==> config.mk <==
export PLATFORM = sky130hd
export DESIGN_NAME = bucket_histogram_accumulator_top
export DESIGN_NICKNAME = d
export VERILOG_FILES = /design/src/hdl/bha_pkg.sv /design/src/hdl/bha_front.sv /design/src/hdl/bha_queue.sv /design/src/hdl/bha_back.sv /design/src/hdl/bucket_histogram_accumulator_top.sv
export VERILOG_INCLUDE_DIRS = /design/src /design/src/hdl
export SDC_FILE = /design/constraint.sdc
export NUM_CORES = 2
export LEC_CHECK = 0
export BUFFER_PORTS_ARGS = -buffer_cell sky130_fd_sc_hd__buf_2
export CAP_MARGIN = 20
export CORE_UTILIZATION = 30
export DETAILED_ROUTE_END_ITERATION = 10
export PLACE_DENSITY = 0.43
export SLEW_MARGIN = 20
export SYNTH_ARGS = -nofsm -noshare
export SYNTH_HDL_FRONTEND = slang
export SYNTH_SLANG_ARGS = --single-unit
==> constraint.sdc <==
create_clock -name i_clk -period 8.5 [get_ports i_clk]
set_clock_uncertainty 0.15 [all_clocks]
set_input_delay 0.425 -clock i_clk [delete_from_list [all_inputs] [get_ports i_clk]]
set_output_delay 0.425 -clock i_clk [all_outputs]
set_load 0.005 [all_outputs]
==> src/hdl/bucket_histogram_accumulator_top_macros.svh <==
// Assertion macros shared by the bucket histogram accumulator modules.
// No dependencies; included inside module bodies.
`ifndef BUCKET_HISTOGRAM_ACCUMULATOR_TOP_MACROS_SVH
`define BUCKET_HISTOGRAM_ACCUMULATOR_TOP_MACROS_SVH

// Check a condition at every clock edge outside reset.
`define BHA_ASSERT_ALWAYS(lbl, clk, rst_n, cond, msg) \
    lbl: assert property (@(posedge clk) disable iff (!rst_n) (cond)) else $error(msg);

// Check that a trigger is followed by a consequence on the next edge.
`define BHA_ASSERT_NEXT(lbl, clk, rst_n, trig, cons, msg) \
    lbl: assert property (@(posedge clk) disable iff (!rst_n) (trig) |=> (cons)) \
        else $error(msg);

`endif

==> src/hdl/bha_pkg.sv <==
// Shared types and constants for the bucket histogram accumulator.
// No dependencies.
`default_nettype none
package bha_pkg;

    localparam int SAMPLE_W    = 32;
    localparam int IDX_W       = 4;
    localparam int NUM_BOUNDS  = 15;
    localparam int NUM_BUCKETS = 16;
    localparam int COUNT_OUT_W = 32;
    localparam int TOTAL_W     = 48;
    localparam int SUM_W       = 64;
    localparam int QUEUE_DEPTH = 2;

    localparam int IN_DATA_W  = 40;
    localparam int IN_USER_W  = 1;
    localparam int OUT_DATA_W = 216;
    localparam int OUT_USED_W = IDX_W + COUNT_OUT_W + TOTAL_W + SUM_W + 2 * SAMPLE_W;

    localparam logic signed [SAMPLE_W-1:0] BOUNDS [NUM_BOUNDS] = '{
        32'sd0, 32'sd5, 32'sd10, 32'sd25, 32'sd50, 32'sd75, 32'sd100, 32'sd250,
        32'sd500, 32'sd750, 32'sd1000, 32'sd2500, 32'sd5000, 32'sd7500, 32'sd10000
    };

    typedef enum logic {
        REQ_RECORD = 1'b0,
        REQ_READ   = 1'b1
    } t_req;

    typedef struct packed {
        t_req                        req;
        logic signed [SAMPLE_W-1:0]  sample;
        logic [IDX_W-1:0]            idx;
    } t_item;

    typedef struct packed {
        logic signed [SAMPLE_W-1:0] largest;
        logic signed [SAMPLE_W-1:0] smallest;
        logic signed [SUM_W-1:0]    running_sum;
        logic [TOTAL_W-1:0]         sample_total;
        logic [COUNT_OUT_W-1:0]     bucket_count;
        logic [IDX_W-1:0]           bucket_index;
    } t_result;

endpackage
`default_nettype wire

==> src/hdl/bha_front.sv <==
// Front end: accepts request beats and classifies samples into buckets.
// Depends on bha_pkg.
`default_nettype none
module bha_front (
    input  wire logic                            i_valid,
    input  wire logic [bha_pkg::IN_DATA_W-1:0]   i_data,
    input  wire logic [bha_pkg::IN_USER_W-1:0]   i_user,
    input  wire logic                            i_full,
    output logic                                 o_ready,
    output logic                                 o_push,
    output bha_pkg::t_item                       o_item
);
    import bha_pkg::*;

    logic signed [SAMPLE_W-1:0] w_sample;
    logic [IDX_W-1:0]           w_read_index;
    logic [NUM_BOUNDS-1:0]      w_above;
    logic [IDX_W-1:0]           w_bucket;
    t_req                       w_req;

    assign w_sample     = i_data[SAMPLE_W-1:0];
    assign w_read_index = i_data[SAMPLE_W +: IDX_W];
    assign w_req        = t_req'(i_user[0]);

    always_comb begin
        for (int i = 0; i < NUM_BOUNDS; i++) begin
            w_above[i] = (w_sample > BOUNDS[i]);
        end
    end

    assign w_bucket = IDX_W'($countones(w_above));

    always_comb begin
        o_item.req    = w_req;
        o_item.sample = w_sample;
        unique case (w_req)
            REQ_RECORD: o_item.idx = w_bucket;
            REQ_READ:   o_item.idx = w_read_index;
            default:    o_item.idx = w_read_index;
        endcase
    end

    assign o_ready = !i_full;
    assign o_push  = i_valid && !i_full;

endmodule
`default_nettype wire

==> src/hdl/bha_queue.sv <==
// Short queue between the classifier and the update stage.
// Depends on bha_pkg and the assertion macro header.
`default_nettype none
module bha_queue (
    input  wire logic             i_clk,
    input  wire logic             i_rst_n,
    input  wire logic             i_push,
    input  wire bha_pkg::t_item   i_item,
    input  wire logic             i_pop,
    output logic                  o_full,
    output logic                  o_valid,
    output bha_pkg::t_item        o_item
);
    import bha_pkg::*;
    `include "bucket_histogram_accumulator_top_macros.svh"

    localparam int PTR_W = (QUEUE_DEPTH > 1) ? $clog2(QUEUE_DEPTH) : 1;
    localparam int CNT_W = $clog2(QUEUE_DEPTH + 1);

    t_item              r_mem [QUEUE_DEPTH];
    logic [PTR_W-1:0]   r_wr_ptr, n_wr_ptr;
    logic [PTR_W-1:0]   r_rd_ptr, n_rd_ptr;
    logic [CNT_W-1:0]   r_count, n_count;
    logic               w_do_pop;

    assign o_full   = (r_count == CNT_W'(QUEUE_DEPTH));
    assign o_valid  = (r_count != '0);
    assign o_item   = r_mem[r_rd_ptr];
    assign w_do_pop = i_pop && o_valid;

    always_comb begin
        n_wr_ptr = r_wr_ptr;
        n_rd_ptr = r_rd_ptr;
        n_count  = r_count;
        if (i_push) begin
            n_wr_ptr = (r_wr_ptr == PTR_W'(QUEUE_DEPTH - 1)) ? '0 : r_wr_ptr + 1'b1;
        end
        if (w_do_pop) begin
            n_rd_ptr = (r_rd_ptr == PTR_W'(QUEUE_DEPTH - 1)) ? '0 : r_rd_ptr + 1'b1;
        end
        if (i_push && !w_do_pop) begin
            n_count = r_count + 1'b1;
        end else if (!i_push && w_do_pop) begin
            n_count = r_count - 1'b1;
        end
    end

    always_ff @(posedge i_clk) begin
        if (!i_rst_n) begin
            r_wr_ptr <= '0;
            r_rd_ptr <= '0;
            r_count  <= '0;
        end else begin
            r_wr_ptr <= n_wr_ptr;
            r_rd_ptr <= n_rd_ptr;
            r_count  <= n_count;
        end
    end

    always_ff @(posedge i_clk) begin
        if (i_push) begin
            r_mem[r_wr_ptr] <= i_item;
        end
    end

    `BHA_ASSERT_ALWAYS(a_no_push_full, i_clk, i_rst_n, !(i_push && o_full), "push into full queue")
    `BHA_ASSERT_ALWAYS(a_count_range, i_clk, i_rst_n, (r_count <= CNT_W'(QUEUE_DEPTH)), "queue count out of range")

endmodule
`default_nettype wire

==> src/hdl/bha_back.sv <==
// Back end: updates bucket counts and running statistics, holds the result beat.
// Depends on bha_pkg and the assertion macro header.
`default_nettype none
module bha_back #(
    parameter int BUCKET_COUNT_BITS = 32
) (
    input  wire logic                              i_clk,
    input  wire logic                              i_rst_n,
    input  wire logic                              i_valid,
    input  wire bha_pkg::t_item                    i_item,
    output logic                                   o_pop,
    output logic                                   o_valid,
    input  wire logic                              i_ready,
    output logic [bha_pkg::OUT_DATA_W-1:0]         o_data
);
    import bha_pkg::*;
    `include "bucket_histogram_accumulator_top_macros.svh"

    logic [BUCKET_COUNT_BITS-1:0] r_cnt [NUM_BUCKETS];
    logic [BUCKET_COUNT_BITS-1:0] w_cnt_cur, n_cnt;
    logic [TOTAL_W-1:0]           r_total, n_total;
    logic signed [SUM_W-1:0]      r_sum, n_sum, w_sum_add, w_sext;
    logic signed [SAMPLE_W-1:0]   r_min, n_min, r_max, n_max;
    logic                         r_out_valid;
    logic [OUT_DATA_W-1:0]        r_out_data;
    logic                         w_advance;
    logic                         w_record;
    logic                         w_first;
    logic                         w_ovf;
    t_result                      w_res;

    assign w_advance = !r_out_valid || i_ready;
    assign o_pop     = i_valid && w_advance;
    assign w_record  = (i_item.req == REQ_RECORD);
    assign w_first   = (r_total == '0);
    assign w_cnt_cur = r_cnt[i_item.idx];

    assign w_sext    = {{(SUM_W - SAMPLE_W){i_item.sample[SAMPLE_W-1]}}, i_item.sample};
    assign w_sum_add = r_sum + w_sext;
    assign w_ovf     = (r_sum[SUM_W-1] == w_sext[SUM_W-1])
                    && (w_sum_add[SUM_W-1] != r_sum[SUM_W-1]);

    always_comb begin
        n_cnt   = w_cnt_cur;
        n_total = r_total;
        n_sum   = r_sum;
        n_min   = r_min;
        n_max   = r_max;
        unique case (i_item.req)
            REQ_RECORD: begin
                if (w_cnt_cur != '1) begin
                    n_cnt = w_cnt_cur + 1'b1;
                end
                if (r_total != '1) begin
                    n_total = r_total + 1'b1;
                end
                if (w_ovf) begin
                    n_sum = r_sum[SUM_W-1] ? {1'b1, {(SUM_W - 1){1'b0}}}
                                           : {1'b0, {(SUM_W - 1){1'b1}}};
                end else begin
                    n_sum = w_sum_add;
                end
                if (w_first || (i_item.sample < r_min)) begin
                    n_min = i_item.sample;
                end
                if (w_first || (i_item.sample > r_max)) begin
                    n_max = i_item.sample;
                end
            end
            REQ_READ: begin
                n_cnt = w_cnt_cur;
            end
            default: begin
                n_cnt = w_cnt_cur;
            end
        endcase
    end

    always_comb begin
        w_res.bucket_index = i_item.idx;
        w_res.bucket_count = COUNT_OUT_W'(n_cnt);
        w_res.sample_total = n_total;
        w_res.running_sum  = n_sum;
        w_res.smallest     = n_min;
        w_res.largest      = n_max;
    end

    always_ff @(posedge i_clk) begin
        if (!i_rst_n) begin
            for (int i = 0; i < NUM_BUCKETS; i++) begin
                r_cnt[i] <= '0;
            end
            r_total     <= '0;
            r_sum       <= '0;
            r_min       <= '0;
            r_max       <= '0;
            r_out_valid <= 1'b0;
        end else begin
            if (o_pop && w_record) begin
                r_cnt[i_item.idx] <= n_cnt;
                r_total           <= n_total;
                r_sum             <= n_sum;
                r_min             <= n_min;
                r_max             <= n_max;
            end
            if (w_advance) begin
                r_out_valid <= i_valid;
            end
        end
    end

    always_ff @(posedge i_clk) begin
        if (o_pop) begin
            r_out_data <= OUT_DATA_W'(w_res);
        end
    end

    assign o_valid = r_out_valid;
    assign o_data  = r_out_data;

    `BHA_ASSERT_NEXT(a_pop_shows, i_clk, i_rst_n, o_pop, r_out_valid, "popped item not presented")
    `BHA_ASSERT_ALWAYS(a_min_le_max, i_clk, i_rst_n, ((r_total == '0) || (r_min <= r_max)), "minimum above maximum")
    `BHA_ASSERT_ALWAYS(a_empty_stats, i_clk, i_rst_n, ((r_total != '0) || ((r_min == '0) && (r_max == '0) && (r_sum == '0))), "statistics set without samples")

endmodule
`default_nettype wire

==> src/hdl/bucket_histogram_accumulator_top.sv <==
// Bucket histogram accumulator, top level.
// An accepted beat is queued, then its result is registered in the back end.
// Throughput: one beat per cycle unless m_axis_tready back-pressure stalls it.
// Reset: synchronous, active low; clears all counts, statistics and queue state.
// Depends on bha_pkg, bha_front, bha_queue and bha_back.
`default_nettype none
module bucket_histogram_accumulator_top #(
    parameter int BUCKET_COUNT_BITS = 32
) (
    input  wire logic                              i_clk,
    input  wire logic                              i_rst_n,
    input  wire logic                              s_axis_tvalid,
    output logic                                   s_axis_tready,
    // sample[31:0], read_index[35:32], zero fill
    input  wire logic [bha_pkg::IN_DATA_W-1:0]     s_axis_tdata,
    // req_type[0]
    input  wire logic [bha_pkg::IN_USER_W-1:0]     s_axis_tuser,
    output logic                                   m_axis_tvalid,
    input  wire logic                              m_axis_tready,
    // bucket_index[3:0], bucket_count[35:4], sample_total[83:36],
    // running_sum[147:84], smallest[179:148], largest[211:180], zero fill
    output logic [bha_pkg::OUT_DATA_W-1:0]         m_axis_tdata
);
    import bha_pkg::*;

    logic  w_push;
    logic  w_full;
    logic  w_q_valid;
    logic  w_pop;
    t_item w_front_item;
    t_item w_q_item;

    bha_front u_front (
        .i_valid (s_axis_tvalid),
        .i_data  (s_axis_tdata),
        .i_user  (s_axis_tuser),
        .i_full  (w_full),
        .o_ready (s_axis_tready),
        .o_push  (w_push),
        .o_item  (w_front_item)
    );

    bha_queue u_queue (
        .i_clk   (i_clk),
        .i_rst_n (i_rst_n),
        .i_push  (w_push),
        .i_item  (w_front_item),
        .i_pop   (w_pop),
        .o_full  (w_full),
        .o_valid (w_q_valid),
        .o_item  (w_q_item)
    );

    bha_back #(
        .BUCKET_COUNT_BITS (BUCKET_COUNT_BITS)
    ) u_back (
        .i_clk   (i_clk),
        .i_rst_n (i_rst_n),
        .i_valid (w_q_valid),
        .i_item  (w_q_item),
        .o_pop   (w_pop),
        .o_valid (m_axis_tvalid),
        .i_ready (m_axis_tready),
        .o_data  (m_axis_tdata)
    );

endmodule
`default_nettype wire
==> results.sh <==
export IMPL_ys_seq_area_share_pct=57.5
export IMPL_row_count=146
export IMPL_synth_edf_count=798
export IMPL_final_cell_count_no_fill=6731
export IMPL_fin_ws_ns=1.59
export IMPL_hold_class="primary input to flop"
export IMPL_cts_clk_slew_worst_paths_ns=0.06
export IMPL_grt_max_degree=135
export IMPL_finalMaxSlewViolations=0
export IMPL_grt_pass1_vias=34218
export IMPL_dr_pass1_iters=5
export IMPL_final_cell_mix="edfxtp_1, nor2_1, o21ai_0"
export IMPL_die_h_um=402
export IMPL_multi_input_area_mm2=0.0188
export IMPL_start_util_pct=30.3
export IMPL_ant_nets=0
export IMPL_cts_htree_levels=3
export IMPL_synth_area_leaders="edfxtp_1, dfxtp_1, nor2_1, o21ai_0, ha_1"
export IMPL_cp_cell_sequence="buf_4, and3b_4, buf_4, o21ai_0, a41o_1, nand4_1, nand4_1, nor4b_2, nand3_1, and4bb_2, xnor2_2, nor2_1"
export IMPL_finalHoldViolCount=0
export IMPL_cp_num_buf_inv=2
export IMPL_min_period_ns=6.91
export IMPL_io_buffers=254
export IMPL_root_buffer="clkbuf_16"
export IMPL_holdPathStages=2
export IMPL_clock_path_buffers=3
export IMPL_outcome="completed"
export IMPL_grt_antenna_before_repair=4
export IMPL_dp_cells=6476
export IMPL_vdd_drop_max_uv=160
export IMPL_avgSynthCellArea_um2=11.1
export IMPL_arrival_ns=7.20
export IMPL_n_fill_cell=15779
export IMPL_vias=34995
export IMPL_viasPerCell=5.20
export IMPL_final_common_cell="edfxtp_1"
export IMPL_syn_inst=4342
export IMPL_worstPathMaxFanout=34
export IMPL_clock_sinks=980
export IMPL_setup_viol=0
export IMPL_use_met1_pct=27.0
export IMPL_die_w_um=402
export IMPL_drc=0
export IMPL_drt_iter0_drc=2728
export IMPL_area_growth_pct=16.1
export IMPL_tritoncts="yes"
export IMPL_fin_area_mm2=0.0558
export IMPL_yosysUniqueCellTypes=98
export IMPL_async_reset_ff_share_pct=0
export IMPL_fin_crit_sh_pct=81.3
export IMPL_ios=263
export IMPL_cts_resized_gates=0
export IMPL_holdBufCountCts=40
export IMPL_dieArea_mm2=0.162
export IMPL_slew_headroom_pct=31.1
export IMPL_nets=4757
export IMPL_crit_slowest_cell="dfxtp_2"
export IMPL_grt_util_all_layers_pct=19.5
export IMPL_min_from="s_axis_tdata[20]"
export IMPL_yosysTopAreaCell="edfxtp_1"
export IMPL_end_kind="flop"
export IMPL_path_delay_family="simple AND/OR/NAND/NOR gates"
export IMPL_gp_congestion=0.840
export IMPL_yosysWarnings=0
export IMPL_use_met3_pct=2.69
export IMPL_routed_wl_mm=161
export IMPL_start_kind="flop"
export IMPL_reg2reg_depth=12
export IMPL_grt_overflow_total=0
export IMPL_dpl_cell_area_mm2=0.0516
export IMPL_cp_slowest_stage_delay_ns=0.95
export IMPL_dp_worst_setup_slack_ns=1.55
export IMPL_cts_buffers=112
export IMPL_ys_flop_type="edfxtp_1"
export IMPL_r2r_end="u_back.r_cnt[15][15]"
export IMPL_top_usage_layer="met2"
export IMPL_regArea_mm2=0.0276
export IMPL_rsz0062_at_grt="false"
export IMPL_grt_pass1_wl_mm=236
export IMPL_final_util_pct=35.1
export IMPL_required_ns=8.79
export IMPL_cap_viol_max_count=0
export IMPL_clk_latency_ns=0.74
export IMPL_wl_per_cell_um=23.9
export IMPL_drive_above_1_share_pct=16.9
export IMPL_grt_met2_usage_pct=32.3
export IMPL_rrSetupSlack_ns=1.59
export IMPL_min_to="u_queue.r_mem[1][24]"
export IMPL_postCtsSetupBuffers=0
export IMPL_tightest_slew_ns=1.01
export IMPL_core_area_mm2=0.159
export IMPL_worst_setup_path_type="flop to flop"
export IMPL_synth_top_cell_area_share_pct=49.9
export IMPL_leakagePower_nw=20.3
export IMPL_powerDensity_mw_per_mm2=371
export IMPL_finalSetupTns_ns=0
export IMPL_synth_seq_cells=980
export IMPL_timing_fmax_mhz=145
export IMPL_dp_final_hpwl_mm=102
export IMPL_insertedDiodeCount=0
export IMPL_netlist_area_mm2=0.0480
==> metal layers <==
layer / share of wire, % / vias up
met5: 0 / -
met4: 1.8 / 0
met3: 4.9 / 188
met2: 48 / 953
met1: 46 / 17585
li1: - / 16269
==> logic make-up after synthesis <==
group / after synthesis / share of synthesized area, %
xor+xnor: 158 / 3.07
compound gates: 953 / 11.8
mux: 208 / 6.21
other cells: 1 / 0.00781
simple gates: 1436 / 13.4
fa+ha+maj: 151 / 4.10
buf+inv: 455 / 3.91
flops: 980 / 57.5
==> cell type report <==
type | instances | area share [%]
repair buffers | 396 | 4.48
multi-input cells | 2910 | 33.6
clock buffers | 133 | 5.24
well taps | 2072 | 4.65
inverters | 161 | 1.11
flip-flops and latches | 980 | 49.5
clock inverters | 79 | 1.38
==> cell usage after synthesis (all sizes together) (5+ instances only) <==
master and n:
edfxtp 798, nor2 745, o21ai 435, nand2 300, a21oi 243, clkbuf 229
dfxtp 182, inv 161, ha 140, mux2 97, xnor2 82, nand4 79
xor2 76, nand3 66, buf 65, mux4 59, mux2i 52, nor3 52
a41o 49, a21o 45, a211oi 39, nor4 34, and3 29, or3 23
a41oi 21, and2 18, nor2b 17, nand2b 15, o21bai 15, a31oi 14
o21a 14, o211ai 12, or4 12, fa 11, o31ai 9, nor3b 8
and4 7, nand3b 6, or2 6, a22oi 5, a311oi 5, a31o 5
nor4b 5, o22a 5
==> per-stage QoR <==
step	power, mW	hold slack, ns
5_1_grt	21.9	0.256
4_1_cts	20.9	0.222
3_5_place_dp	15.9	0.323
6_report	20.7	0.286
2_1_floorplan	12.6	0.304
3_3_place_gp	15.9	0.318
==> worst reg2reg max path, cell delays in order (launching register included) <==
cell	delay, ns
dfxtp_2	0.95
buf_4	0.49
and3b_4	0.61
buf_4	0.56
o21ai_0	0.19
a41o_1	0.26
nand4_1	0.23
nand4_1	0.36
nor4b_2	0.65
nand3_1	0.78
and4bb_2	0.57
xnor2_2	0.68
nor2_1	0.12
==> how the worst max path moves through the flow <==
stage                startpoint                   end  slack [ns]  cells after the start
6_report                   flop  u_back.r_cnt[15][15]        1.59                     12
5_1_grt                    flop  u_back.r_cnt[10][15]        1.20                     12
4_1_cts                    flop  u_back.r_cnt[15][15]        1.48                     12
3_5_place_dp               flop  u_back.r_cnt[12][15]        1.55                     12
3_3_place_gp   s_axis_tdata[31]   u_queue.r_mem[0][3]        1.56                     20
2_1_floorplan     m_axis_tready      u_back.r_max[10]        0.99                     12
==> sequential cells by signal, indices dropped and copies added (netlist names), 2 cells and up, named ones only <==
name	flops
u_back.r_cnt	512
u_back.o_data	212
u_queue.r_mem	74
u_back.r_sum	64
u_back.r_total	48
u_back.r_max	32
u_back.r_min	32
u_queue.r_count	2
==> power by group <==
group / total, mW / internal (mW) / switching, mW
sequential: 7.02 / 6.54 / 0.486
combinational: 8.75 / 2.97 / 5.79
clock: 4.91 / 2.83 / 2.08
total: 20.7 / 12.3 / 8.35
(Power assumes the default switching activity.)
